## config.mk

```make
export PLATFORM = sky130hd
export DESIGN_NAME = fit_fpu
export DESIGN_NICKNAME = d
export VERILOG_FILES = /design/src/hw/rtl/fit_pkg.sv /design/src/hw/rtl/fit_fpu.sv
export SDC_FILE = /design/constraint.sdc
export NUM_CORES = 2
export LEC_CHECK = 0
export BUFFER_PORTS_ARGS = -buffer_cell sky130_fd_sc_hd__buf_2
export CAP_MARGIN = 20
export CORE_MARGIN = 3
export CORE_UTILIZATION = 35
export CTS_BUF_LIST = sky130_fd_sc_hd__clkbuf_4 sky130_fd_sc_hd__clkbuf_8
export DETAILED_ROUTE_END_ITERATION = 12
export GPL_TIMING_DRIVEN = 0
export SLEW_MARGIN = 5
export SYNTH_ARGS = -nofsm -noshare
export SYNTH_HDL_FRONTEND = slang
export SYNTH_SLANG_ARGS = --single-unit
```

## constraint.sdc

```tcl
create_clock -name clk -period 17.25 [get_ports clk]
set_input_delay 0.8625 -clock clk [delete_from_list [all_inputs] [get_ports clk]]
set_output_delay 0.8625 -clock clk [all_outputs]
set_load 0.05 [all_outputs]
```

## src/hw/rtl/fit_pkg.sv

```systemverilog
// Shared types, codes and constants for the four-index integral transform core.
// No dependencies; used by fit_fpu.sv and four_index_integral_transform_core.sv.
package fit_pkg;

	localparam int MAX_BASIS = 16;
	localparam int IDX_W     = 4;
	localparam int CNT_W     = 5;
	localparam int ADDR_W    = 4 * IDX_W;
	localparam int COEF_AW   = 2 + 2 * IDX_W;
	localparam int CFG_IDX_W = 3;
	localparam int MW        = 110;
	localparam int EXW       = 14;

	typedef logic [IDX_W-1:0] idx_t;
	typedef logic [CNT_W-1:0] cnt_t;
	typedef logic [63:0]      dbl_t;

	typedef enum logic [2:0] {
		FUNC_LOAD_INT = 3'd0,
		FUNC_LOAD_C1  = 3'd1,
		FUNC_LOAD_C2  = 3'd2,
		FUNC_LOAD_C3  = 3'd3,
		FUNC_LOAD_C4  = 3'd4,
		FUNC_COMPUTE  = 3'd5,
		FUNC_READ     = 3'd6,
		FUNC_NOP      = 3'd7
	} func_t;

	typedef enum logic [CFG_IDX_W-1:0] {
		CFG_AO     = 3'd0,
		CFG_MO_ONE = 3'd1,
		CFG_MO_TWO = 3'd2,
		CFG_MO_THR = 3'd3,
		CFG_MO_FOU = 3'd4
	} cfg_idx_t;

	typedef enum logic [1:0] {
		PH_FIRST, PH_SECOND, PH_THIRD, PH_FOURTH
	} phase_t;

	typedef enum logic [2:0] {
		C_IDLE, C_ISSUE, C_LAUNCH, C_WAIT, C_WRITE, C_FINISH
	} cmp_state_t;

	typedef enum logic [3:0] {
		F_IDLE, F_MUL, F_NORM, F_DENORM, F_ROUND, F_ADD_SET, F_ALIGN, F_ADDSUB, F_DONE
	} fpu_state_t;

	typedef struct packed {
		logic start;
		dbl_t coef;
		dbl_t src;
		dbl_t acc;
	} fpu_req_t;

	typedef struct packed {
		logic done;
		dbl_t value;
	} fpu_rsp_t;

	// zero acts as one, above the store size acts as the store size
	function automatic cnt_t eff_count(cnt_t raw);
		if (raw == '0) begin
			return CNT_W'(1);
		end
		if (raw > CNT_W'(MAX_BASIS)) begin
			return CNT_W'(MAX_BASIS);
		end
		return raw;
	endfunction

endpackage

```

## src/hw/rtl/fit_fpu.sv

```systemverilog
// Sequential double-precision multiply-then-add: acc + coef * src, each op rounded (RNE).
// Depends on fit_pkg.
module fit_fpu (
	input  logic              clk,
	input  logic              arst_n,
	input  fit_pkg::fpu_req_t req,
	output fit_pkg::fpu_rsp_t rsp
);

	localparam logic [63:0] DEF_NAN = 64'hFFF8_0000_0000_0000;

	fit_pkg::fpu_state_t state_q, state_d;

	fit_pkg::dbl_t a_q, b_q, acc_q, p_q, res_q;
	logic                            sign_q, st_q, op_add_q;
	logic signed [fit_pkg::EXW-1:0]  ex_q, xbig_q;
	logic [fit_pkg::MW-1:0]          m_q, big_q, small_q;
	logic [1:0]                      pp_q;
	logic [105:0]                    prod_q;
	logic [11:0]                     d_q;
	logic                            sbig_q, ssmall_q;

	function automatic logic f_nan(fit_pkg::dbl_t x);
		return (x[62:52] == 11'h7FF) && (x[51:0] != '0);
	endfunction

	function automatic logic f_inf(fit_pkg::dbl_t x);
		return (x[62:52] == 11'h7FF) && (x[51:0] == '0);
	endfunction

	function automatic logic f_zero(fit_pkg::dbl_t x);
		return x[62:0] == '0;
	endfunction

	function automatic logic [52:0] f_mant(fit_pkg::dbl_t x);
		return {(x[62:52] != 11'd0), x[51:0]};
	endfunction

	// value = mant * 2^xexp
	function automatic logic signed [fit_pkg::EXW-1:0] f_xexp(fit_pkg::dbl_t x);
		logic [10:0] e;
		e = (x[62:52] == 11'd0) ? 11'd1 : x[62:52];
		return $signed({3'b000, e}) - 14'sd1075;
	endfunction

	// special cases of the product
	logic          msp_hit;
	fit_pkg::dbl_t msp_val;
	always_comb begin
		msp_hit = 1'b1;
		msp_val = '0;
		if (f_nan(req.coef)) begin
			msp_val = req.coef | 64'h0008_0000_0000_0000;
		end else if (f_nan(req.src)) begin
			msp_val = req.src | 64'h0008_0000_0000_0000;
		end else if ((f_inf(req.coef) && f_zero(req.src)) ||
			(f_zero(req.coef) && f_inf(req.src))) begin
			msp_val = DEF_NAN;
		end else if (f_inf(req.coef) || f_inf(req.src)) begin
			msp_val = {req.coef[63] ^ req.src[63], 11'h7FF, 52'd0};
		end else if (f_zero(req.coef) || f_zero(req.src)) begin
			msp_val = {req.coef[63] ^ req.src[63], 63'd0};
		end else begin
			msp_hit = 1'b0;
		end
	end

	// special cases of the sum, acc first
	logic          asp_hit;
	fit_pkg::dbl_t asp_val;
	always_comb begin
		asp_hit = 1'b1;
		asp_val = '0;
		if (f_nan(acc_q)) begin
			asp_val = acc_q | 64'h0008_0000_0000_0000;
		end else if (f_nan(p_q)) begin
			asp_val = p_q | 64'h0008_0000_0000_0000;
		end else if (f_inf(acc_q) && f_inf(p_q) && (acc_q[63] != p_q[63])) begin
			asp_val = DEF_NAN;
		end else if (f_inf(acc_q)) begin
			asp_val = acc_q;
		end else if (f_inf(p_q)) begin
			asp_val = p_q;
		end else if (f_zero(acc_q) && f_zero(p_q)) begin
			asp_val = {acc_q[63] & p_q[63], 63'd0};
		end else begin
			asp_hit = 1'b0;
		end
	end

	// one 27x27 partial product per cycle
	logic [52:0]  ma, mb;
	logic [26:0]  pp_a, pp_b;
	logic [53:0]  pp;
	logic [6:0]   pp_sh;
	logic [105:0] pp_sum;
	always_comb begin
		ma = f_mant(a_q);
		mb = f_mant(b_q);
		case (pp_q)
			2'd0: begin
				pp_a = {1'b0, ma[25:0]}; pp_b = {1'b0, mb[25:0]}; pp_sh = 7'd0;
			end
			2'd1: begin
				pp_a = {1'b0, ma[25:0]}; pp_b = mb[52:26]; pp_sh = 7'd26;
			end
			2'd2: begin
				pp_a = ma[52:26]; pp_b = {1'b0, mb[25:0]}; pp_sh = 7'd26;
			end
			default: begin
				pp_a = ma[52:26]; pp_b = mb[52:26]; pp_sh = 7'd52;
			end
		endcase
		pp     = pp_a * pp_b;
		pp_sum = prod_q + ({52'd0, pp} << pp_sh);
	end

	// rounding of m_q * 2^ex_q, leading one at the top bit
	logic signed [fit_pkg::EXW-1:0] bias, bias2, sh_need;
	logic [52:0] top53, mant53;
	logic [53:0] sum54;
	logic        rbit, stk, up;
	logic [10:0] expf;
	fit_pkg::dbl_t rnd_val;
	always_comb begin
		bias    = ex_q + 14'sd1132;
		sh_need = 14'sd1 - bias;
		top53   = m_q[109:57];
		rbit    = m_q[56];
		stk     = (|m_q[55:0]) | st_q;
		up      = rbit & (stk | top53[0]);
		sum54   = {1'b0, top53} + {53'd0, up};
		mant53  = sum54[53] ? sum54[53:1] : sum54[52:0];
		bias2   = bias + (sum54[53] ? 14'sd1 : 14'sd0);
		expf    = mant53[52] ? bias2[10:0] : 11'd0;
		if (bias2 >= 14'sd2047) begin
			rnd_val = {sign_q, 11'h7FF, 52'd0};
		end else begin
			rnd_val = {sign_q, expf, mant53[51:0]};
		end
	end

	// effective add or subtract of the aligned magnitudes
	logic [fit_pkg::MW-1:0] as_m;
	logic                   as_sign, as_zero;
	always_comb begin
		if (sbig_q == ssmall_q) begin
			as_m = big_q + small_q;
			as_sign = sbig_q;
		end else if (big_q >= small_q) begin
			as_m = big_q - small_q;
			as_sign = sbig_q;
		end else begin
			as_m = small_q - big_q;
			as_sign = ssmall_q;
		end
		as_zero = as_m == '0;
	end

	always_comb begin
		state_d = state_q;
		case (state_q)
			fit_pkg::F_IDLE: begin
				if (req.start) begin
					state_d = msp_hit ? fit_pkg::F_ADD_SET : fit_pkg::F_MUL;
				end
			end
			fit_pkg::F_MUL: begin
				if (pp_q == 2'd3) begin
					state_d = fit_pkg::F_NORM;
				end
			end
			fit_pkg::F_NORM: begin
				if (m_q[109]) begin
					state_d = fit_pkg::F_DENORM;
				end
			end
			fit_pkg::F_DENORM: begin
				if (bias >= 14'sd1) begin
					state_d = fit_pkg::F_ROUND;
				end
			end
			fit_pkg::F_ROUND: begin
				state_d = op_add_q ? fit_pkg::F_DONE : fit_pkg::F_ADD_SET;
			end
			fit_pkg::F_ADD_SET: begin
				state_d = asp_hit ? fit_pkg::F_DONE : fit_pkg::F_ALIGN;
			end
			fit_pkg::F_ALIGN: begin
				if (d_q == '0) begin
					state_d = fit_pkg::F_ADDSUB;
				end
			end
			fit_pkg::F_ADDSUB: begin
				state_d = as_zero ? fit_pkg::F_DONE : fit_pkg::F_NORM;
			end
			fit_pkg::F_DONE: begin
				state_d = fit_pkg::F_IDLE;
			end
			default: begin
				state_d = fit_pkg::F_IDLE;
			end
		endcase
	end

	always_ff @(posedge clk or negedge arst_n) begin
		if (!arst_n) begin
			state_q <= fit_pkg::F_IDLE;
		end else begin
			state_q <= state_d;
		end
	end

	always_ff @(posedge clk) begin
		case (state_q)
			fit_pkg::F_IDLE: begin
				a_q      <= req.coef;
				b_q      <= req.src;
				acc_q    <= req.acc;
				p_q      <= msp_val;
				pp_q     <= 2'd0;
				prod_q   <= '0;
				op_add_q <= 1'b0;
			end
			fit_pkg::F_MUL: begin
				prod_q <= pp_sum;
				pp_q   <= pp_q + 2'd1;
				if (pp_q == 2'd3) begin
					m_q    <= {4'd0, pp_sum};
					ex_q   <= f_xexp(a_q) + f_xexp(b_q);
					sign_q <= a_q[63] ^ b_q[63];
					st_q   <= 1'b0;
				end
			end
			fit_pkg::F_NORM: begin
				if (m_q[109:94] == '0) begin
					m_q  <= m_q << 16;
					ex_q <= ex_q - 14'sd16;
				end else if (!m_q[109]) begin
					m_q  <= m_q << 1;
					ex_q <= ex_q - 14'sd1;
				end
			end
			fit_pkg::F_DENORM: begin
				if (bias < 14'sd1) begin
					if (sh_need >= 14'sd110) begin
						st_q <= st_q | (|m_q);
						m_q  <= '0;
						ex_q <= -14'sd1131;
					end else if (sh_need >= 14'sd16) begin
						st_q <= st_q | (|m_q[15:0]);
						m_q  <= m_q >> 16;
						ex_q <= ex_q + 14'sd16;
					end else begin
						st_q <= st_q | m_q[0];
						m_q  <= m_q >> 1;
						ex_q <= ex_q + 14'sd1;
					end
				end
			end
			fit_pkg::F_ROUND: begin
				if (op_add_q) begin
					res_q <= rnd_val;
				end else begin
					p_q <= rnd_val;
				end
			end
			fit_pkg::F_ADD_SET: begin
				res_q    <= asp_val;
				op_add_q <= 1'b1;
				if (f_xexp(acc_q) >= f_xexp(p_q)) begin
					big_q    <= {1'b0, f_mant(acc_q), 56'd0};
					small_q  <= {1'b0, f_mant(p_q), 56'd0};
					sbig_q   <= acc_q[63];
					ssmall_q <= p_q[63];
					xbig_q   <= f_xexp(acc_q);
					d_q      <= 12'(f_xexp(acc_q) - f_xexp(p_q));
				end else begin
					big_q    <= {1'b0, f_mant(p_q), 56'd0};
					small_q  <= {1'b0, f_mant(acc_q), 56'd0};
					sbig_q   <= p_q[63];
					ssmall_q <= acc_q[63];
					xbig_q   <= f_xexp(p_q);
					d_q      <= 12'(f_xexp(p_q) - f_xexp(acc_q));
				end
			end
			fit_pkg::F_ALIGN: begin
				// shifted-out bits jam into the lsb
				if (d_q >= 12'd110) begin
					small_q <= {{(fit_pkg::MW-1){1'b0}}, |small_q};
					d_q     <= '0;
				end else if (d_q >= 12'd16) begin
					small_q <= (small_q >> 16) | {{(fit_pkg::MW-1){1'b0}}, |small_q[15:0]};
					d_q     <= d_q - 12'd16;
				end else if (d_q != '0) begin
					small_q <= (small_q >> 1) | {{(fit_pkg::MW-1){1'b0}}, |small_q[1:0]};
					d_q     <= d_q - 12'd1;
				end
			end
			fit_pkg::F_ADDSUB: begin
				res_q  <= '0;
				m_q    <= as_m;
				sign_q <= as_sign;
				ex_q   <= xbig_q - 14'sd56;
				st_q   <= 1'b0;
			end
			default: begin
			end
		endcase
	end

	assign rsp.done  = (state_q == fit_pkg::F_DONE);
	assign rsp.value = res_q;

endmodule
```

# After elaboration in Yosys (flattened, before gate mapping)
# Index checks and enable logic that the tools add are counted.
dict set report op_classes {
  n_addsub 23
  mul 1
  magnitude_cmp 9
  eq_ne 27
  shifts 1
  muxes 89
  bitwise_logic 11
  n_reduce_logical 67
}
# op count
set ops {}
lappend ops {{110-bit 2-to-1 mux} 9}
lappend ops {{64-bit 2-to-1 mux} 13}
lappend ops {{110-bit one-hot mux with 4 select lines} 1}
lappend ops {{109-bit 2-to-1 mux} 4}
lappend ops {{63-bit zero test} 4}
lappend ops {{110-bit one-hot mux with 2 select lines} 1}
lappend ops {{110-bit OR reduction} 2}
lappend ops {{110-bit subtractor} 2}
lappend ops {{106-bit one-hot mux with 2 select lines} 1}
lappend ops {{52-bit zero test} 4}
lappend ops {{52-bit nonzero test} 4}
lappend ops {{64-bit one-hot mux with 3 select lines} 1}
lappend ops {{64-bit one-hot mux with 2 select lines} 1}
lappend ops {{110-bit adder} 1}
lappend ops {{110-bit >= comparator} 1}
lappend ops {{110-bit zero test} 1}
lappend ops {{109-bit by 1-bit OR with 109-bit output} 1}
lappend ops {{106-bit adder} 1}
lappend ops {{54-bit by 7-bit left shift with 106-bit output} 1}
lappend ops {{14-bit 2-to-1 mux} 7}
lappend ops {{94-bit by 1-bit OR with 94-bit output} 1}
lappend ops {{63-bit 2-to-1 mux} 1}
lappend ops {{14-bit one-hot mux with 4 select lines} 1}
lappend ops {{56-bit OR reduction} 1}
lappend ops {{70 further kinds} 164}
dict set report word_totals {
  regBits 807
  inputBits 195
  wordCells 248
}

# Logic depth before layout (Yosys ltp)
dict set report logic_depth {
  word_depth 11
  depth_mapped 51
  mapped_depth_nobuf 49
}

# Worst setup path before layout
# OpenSTA, ideal clock, no wires.
dict set report synth_timing {
  path_kind {reg2reg}
  from {reg ex_q[2] (netlist name)}
  to {reg ex_q[0] (netlist name), enable pin}
  setup_ps 367
  t_arrival_ps 11694
  t_required_ps 16883
  path_slack_ps 5190
  path_stages_with_launch 14
  n_path_buf 0
  period_less_slack_ps 12060
  cell_sequence {edfxtp_1 > inv_1 > ha_1 > nand2b_1 > and2_1 > nor2_1 > nand3_1 > nor2_1 > nand3_1 > nand2_1 > nor2_1 > a21oi_1 > a21boi_0 > nor3b_1}
}
dict set report synth_between {
  elab_chain_len 4
}
# item line
set synth_lines {}
lappend synth_lines {{start, declared} fit_fpu.sv:16} ;# logic signed [fit_pkg::EXW-1:0] ex_q, xbig_q;
lappend synth_lines {{start signal, assigned} fit_fpu.sv:230} ;# ex_q <= f_xexp(a_q) + f_xexp(b_q);
lappend synth_lines {{start signal, assigned} fit_fpu.sv:238} ;# ex_q <= ex_q - 14'sd16;
lappend synth_lines {{start signal, assigned} fit_fpu.sv:241} ;# ex_q <= ex_q - 14'sd1;
lappend synth_lines {{14-bit by 12-bit adder with 14-bit output} fit_fpu.sv:126} ;# bias = ex_q + 14'sd1132;
lappend synth_lines {{14-bit by 2-bit less-than comparator with 1-bit output} fit_fpu.sv:245} ;# if (bias < 14'sd1) begin
lappend synth_lines {{2-bit inequality test (no source line)} n/a}
lappend synth_lines {{4-bit AND reduction (no source line)} n/a}
# No other way between the ends.
# A chain may end at the register's enable or synchronous reset.

# Worst setup path in the final report
dict set report layout_timing {
  from {reg pp_q[0]}
  to {reg m_q[103] (netlist name), data pin}
}
dict set report layout_between {
  elab_chain_len 8
}
# item line
set layout_lines {}
lappend layout_lines {{start, declared} fit_fpu.sv:18} ;# logic [1:0] pp_q;
lappend layout_lines {{start signal, assigned} fit_fpu.sv:227} ;# pp_q <= pp_q + 2'd1;
lappend layout_lines {{2-bit by 1-bit == test with 1-bit output, or another cell as far along} fit_fpu.sv:100} ;# case (pp_q)
lappend layout_lines {{2-bit OR reduction (no source line)} n/a}
lappend layout_lines {{27-bit 2-to-1 mux} fit_fpu.sv:100}
lappend layout_lines {{27-bit by 27-bit multiplier with 54-bit output} fit_fpu.sv:114} ;# pp = pp_a * pp_b;
lappend layout_lines {{54-bit by 7-bit left shift with 106-bit output *} fit_fpu.sv:115} ;# pp_sum = prod_q + ({52'd0, pp} << pp_sh);
lappend layout_lines {{106-bit adder *} fit_fpu.sv:115}
lappend layout_lines {{110-bit 2-to-1 mux *} fit_fpu.sv:228} ;# if (pp_q == 2'd3) begin
lappend layout_lines {{110-bit one-hot mux with 4 select lines *} fit_fpu.sv:215} ;# case (state_q)
lappend layout_lines {{end signal, assigned} fit_fpu.sv:229} ;# m_q <= {4'd0, pp_sum};
lappend layout_lines {{end signal, assigned} fit_fpu.sv:237} ;# m_q <= m_q << 16;
lappend layout_lines {{end signal, assigned} fit_fpu.sv:240} ;# m_q <= m_q << 1;
lappend layout_lines {{end, declared} fit_fpu.sv:17} ;# logic [fit_pkg::MW-1:0] m_q, big_q, small_q;
# Every way passes the cells marked *; elsewhere a longest branch is shown, timed or not. The select of a mux whose other input is x is not followed.

==> results list <==
* First-pass detailed-route iteration total: 8
- For this configuration, the core starts out at a cell density of 0.3533.
- The clock net in this run drives a total of 747 sinks.
- Ys Warns: 0
- Register area: around 0.022 sq mm
- Post-Route Utilization: 0.3927
- Entering global routing, the biggest net connects around 110 pins.
- Worst Hold Endpoint: acc_q[63]$_DFFE_PP_
- Setup violations remaining at the end of the flow were counted as 0.
- Most common cell type on the critical path: fa_1
- On the critical path, the stage with the largest delay is an instance of mux2i_1.
* Cell depth of the worst hold path: 1
* Sequential area share after synthesis: 0.2655
* Number of hold violations in the final report: 0
- DRC marker count from the first detailed-route iteration: 10265
- Number of buffers on the longest clock path: 3
- Post-Route M1 WL: roughly 170000 um
- Time the worst path needs with I/O delays and setup: 16.66 ns
- The synthesized netlist occupies a cell area of 0.08442 sq mm.
* Total buffers and inverters traversed by the critical path: 9
- For the worst-skew pair, the clock arrives at the later sink with an insertion delay of approximately 0.95 ns.
- Category of the critical setup timing path: flip-flop to flip-flop
* Final cell count without fillers: roughly 13000
- CP Launch Point: pp_q[0]$_SDFFCE_PN0P_
- Number of antenna violations at the first check in global routing: 22
- TritonCTS clock tree: done
* Post-detailed-route DRC marker count: 0
- Die W: between 400 and 500 um
- Total placed cells including tap cells: approximately 13000
- Dividing the detail-routed via count by the number of cells gives ~6.1.
* Hold path start: req[63]
* CTS Root Cell: clkbuf_8
* Estimated wirelength of the detail-placed design: around 370000 um
- Synthesis produced a netlist with a net count of about 11000.
- Fmax: between 60 and 70 MHz
- Post-Route Setup TNS: 0 ns
- Average wire per cell in the routed design: approximately 33 um
* Cells after Synth: around 9700
- In the final layout, the share of cells above drive strength 1 is 0.07615.
- In this run the worst path has a maximum fanout of 10.
- Setup slack of the most critical reg-to-reg path: 0.59 ns
- Routability-driven placement finished with a final weighted congestion of roughly 1.
- In this run the critical register-to-register path is captured at m_q[103]$_DFFE_PP_.
- The first global-routing pass estimated 618600 um of wire.
* Maximum Capacitance Violations: 0
- Startpoint of the worst-slack reg-to-reg timing path: pp_q[0]$_SDFFCE_PN0P_
- The worst hold path belongs to the class input pin to flip-flop.
- Vias in the first global route: 80588
* Core Region: roughly 0.24 sq mm
* Number of storage elements in the synthesis netlist: roughly 750
- Most common cell after layout, fill and taps aside: nand2_1
- In the layout the commonest cells are nand2_1 (1189), inv_1 (973), a21oi_1 (750), edfxtp_1 (743), nor2_1 (739).
* Cell depth of the worst flop-to-flop path: between 40 and 50
- In this run the vertical extent of the chip is 497.1 um.
* Synth-to-layout area growth: 11.16%
* Boundary Pins: between 200 and 300
- Mean area per synthesized cell: 8.703 sq um
- Uppermost layer routed: met5
* Overall Global Routing Usage: 0.3507
- Of all flip-flops after synthesis, the portion carrying an async set or reset was 0.005355.
- For the worst setup path, the data required time is 17.85 ns.
- Hold is met by 0.09886 ns.
- After global routing the overflow that remains totals 0.
- Data arrival at the endpoint of the critical path: 17.25 ns
- Max-slew headroom at the worst pin: 0.1172
* Sort of element at the start of the critical path: flip-flop
* Count of buffers added by post-CTS timing repair for setup: 0
- Post-route antenna net violation count: 0
- Number of levels the H-tree was split into: 4
- The synthesized design contains around 740 enable-type register cells.
* Pins Over Slew Limit: 0
- Counting the fill cells in the layout gives approximately 24000.
- Summing all multi-input logic gate instances after layout gives between 0.05 and 0.06 sq mm.
- Clock tree synthesis inserted a total of roughly 150 buffers.
- Share of the clock period used by the worst path: 0.9657
* Worst Tran Pin Value: 1.324 ns
- The routed design has approximately 450000 um of wire.
- The flow ran to the end, and the final reports show no timing, DRC or antenna violations.
* Total met2 wirelength after detailed routing: slightly below 200000 um
* Dominant register cell in the synthesized netlist: edfxtp_1
* Met3 wire length: ~44000 um
* Number of placement rows: about 180
- For this block, the via count after detailed routing is between 80000 and 90000.
* Setup repair after global routing missed its margin: false
- Between clock sinks in the finished design, the worst skew comes to about 0.06 ns.
* Top delay family on crit path: compound AO/OA/AOI/OAI gates
* Yosys cell types: 96
- The largest single stage delay on the critical path is roughly 1.1 ns.
- Critical Path End Type: flip-flop
* Area of the die: between 0.2 and 0.25 sq mm
- Clock-pin slew was measured on the worst setup and hold paths at roughly 0.060 ns.
- At the end of the flow, the number of nets in the layout was ~12000.
* Number of buffer cells added on primary ports: roughly 260
==> through the flow <==
step           area (sq um)  setup slack, ns
2_1_floorplan         84420            5.190
3_3_place_gp          89680           -2.118
3_5_place_dp          90610           0.9675
4_1_cts               93700           0.8970
5_1_grt               93820          0.01628
6_report              93850           0.5924
==> kinds of logic after synthesis <==
kind of cell    Yosys count  synth area share
compound gates         2355            0.1769
xor+xnor                412           0.04274
fa+ha+maj              1156            0.2273
buf+inv                1598           0.07148
flops                   747            0.2655
simple gates           3024            0.1657
mux                     409           0.05042
==> cells in the mapped netlist, drive strengths merged, types with 124 or more instances <==
| library cell | instances | area share |
|---|---|---|
| edfxtp | 743 | 0.26 |
| nand3 | 173 | 0.010 |
| nor4 | 163 | 0.012 |
| a21o | 196 | 0.017 |
| inv | 975 | 0.043 |
| nor3 | 124 | 0.0074 |
| and3 | 126 | 0.0093 |
| mux2i | 279 | 0.033 |
| xnor2 | 247 | 0.026 |
| o21ai | 454 | 0.027 |
| a21oi | 750 | 0.044 |
| xor2 | 165 | 0.017 |
| mux2 | 130 | 0.017 |
| nand2 | 1192 | 0.053 |
| nor2 | 741 | 0.033 |
| ha | 526 | 0.078 |
| nand4 | 133 | 0.0099 |
| fa | 630 | 0.15 |
| o22ai | 187 | 0.014 |
| clkbuf | 535 | 0.024 |
==> how the worst max path moves through the flow <==
stage                               endpoint  slack, ns  cells after the start
after floorplan            ex_q[0]$_DFFE_PP_       5.19                     13
after global placement     ex_q[3]$_DFFE_PP_      -2.12                      7
after detailed placement  m_q[103]$_DFFE_PP_       0.97                     44
after CTS                 m_q[103]$_DFFE_PP_       0.90                     44
after global routing      m_q[103]$_DFFE_PP_       0.02                     44
final                     m_q[103]$_DFFE_PP_       0.59                     44
==> per-layer routing <==
layer  vias up  GRT usage
li1      35076          -
met1     41236     0.4331
met2      4908     0.5452
met3      1162    0.08525
met4        14     0.2303
met5         -          0
==> area by class of cell <==
cell class              count  area share
flip-flops and latches    747      0.2388
multi-input cells        7356      0.5980
diodes                     15   0.0004000
repair buffers            335     0.02336
plain buffers             621     0.02523
well taps                3167     0.04222
clock buffers             181     0.02415
clock inverters            78    0.008680
inverters                 977     0.03918
==> timing repair <==
item                      in CTS  in global routing
hold endpoints to repair       4                  0
hold buffers                   1                  0
gates resized for setup        0                  0
==> flip-flops by register name, summed over array words and instances, names as in the netlist <==
register / flops
st_q: 1
state_q: 4
sign_q: 1
big_q: 53
op_add_q: 1
pp_q: 2
b_q: 64
d_q: 12
ex_q: 14
prod_q: 106
xbig_q: 12
a_q: 64
res_q: 64
m_q: 110
p_q: 64
sbig_q: 1
ssmall_q: 1
acc_q: 64
small_q: 109
Power is left out: the tool's default activity adds up to more than one toggle a clock period on the data nets, which glitch-free logic cannot reach.
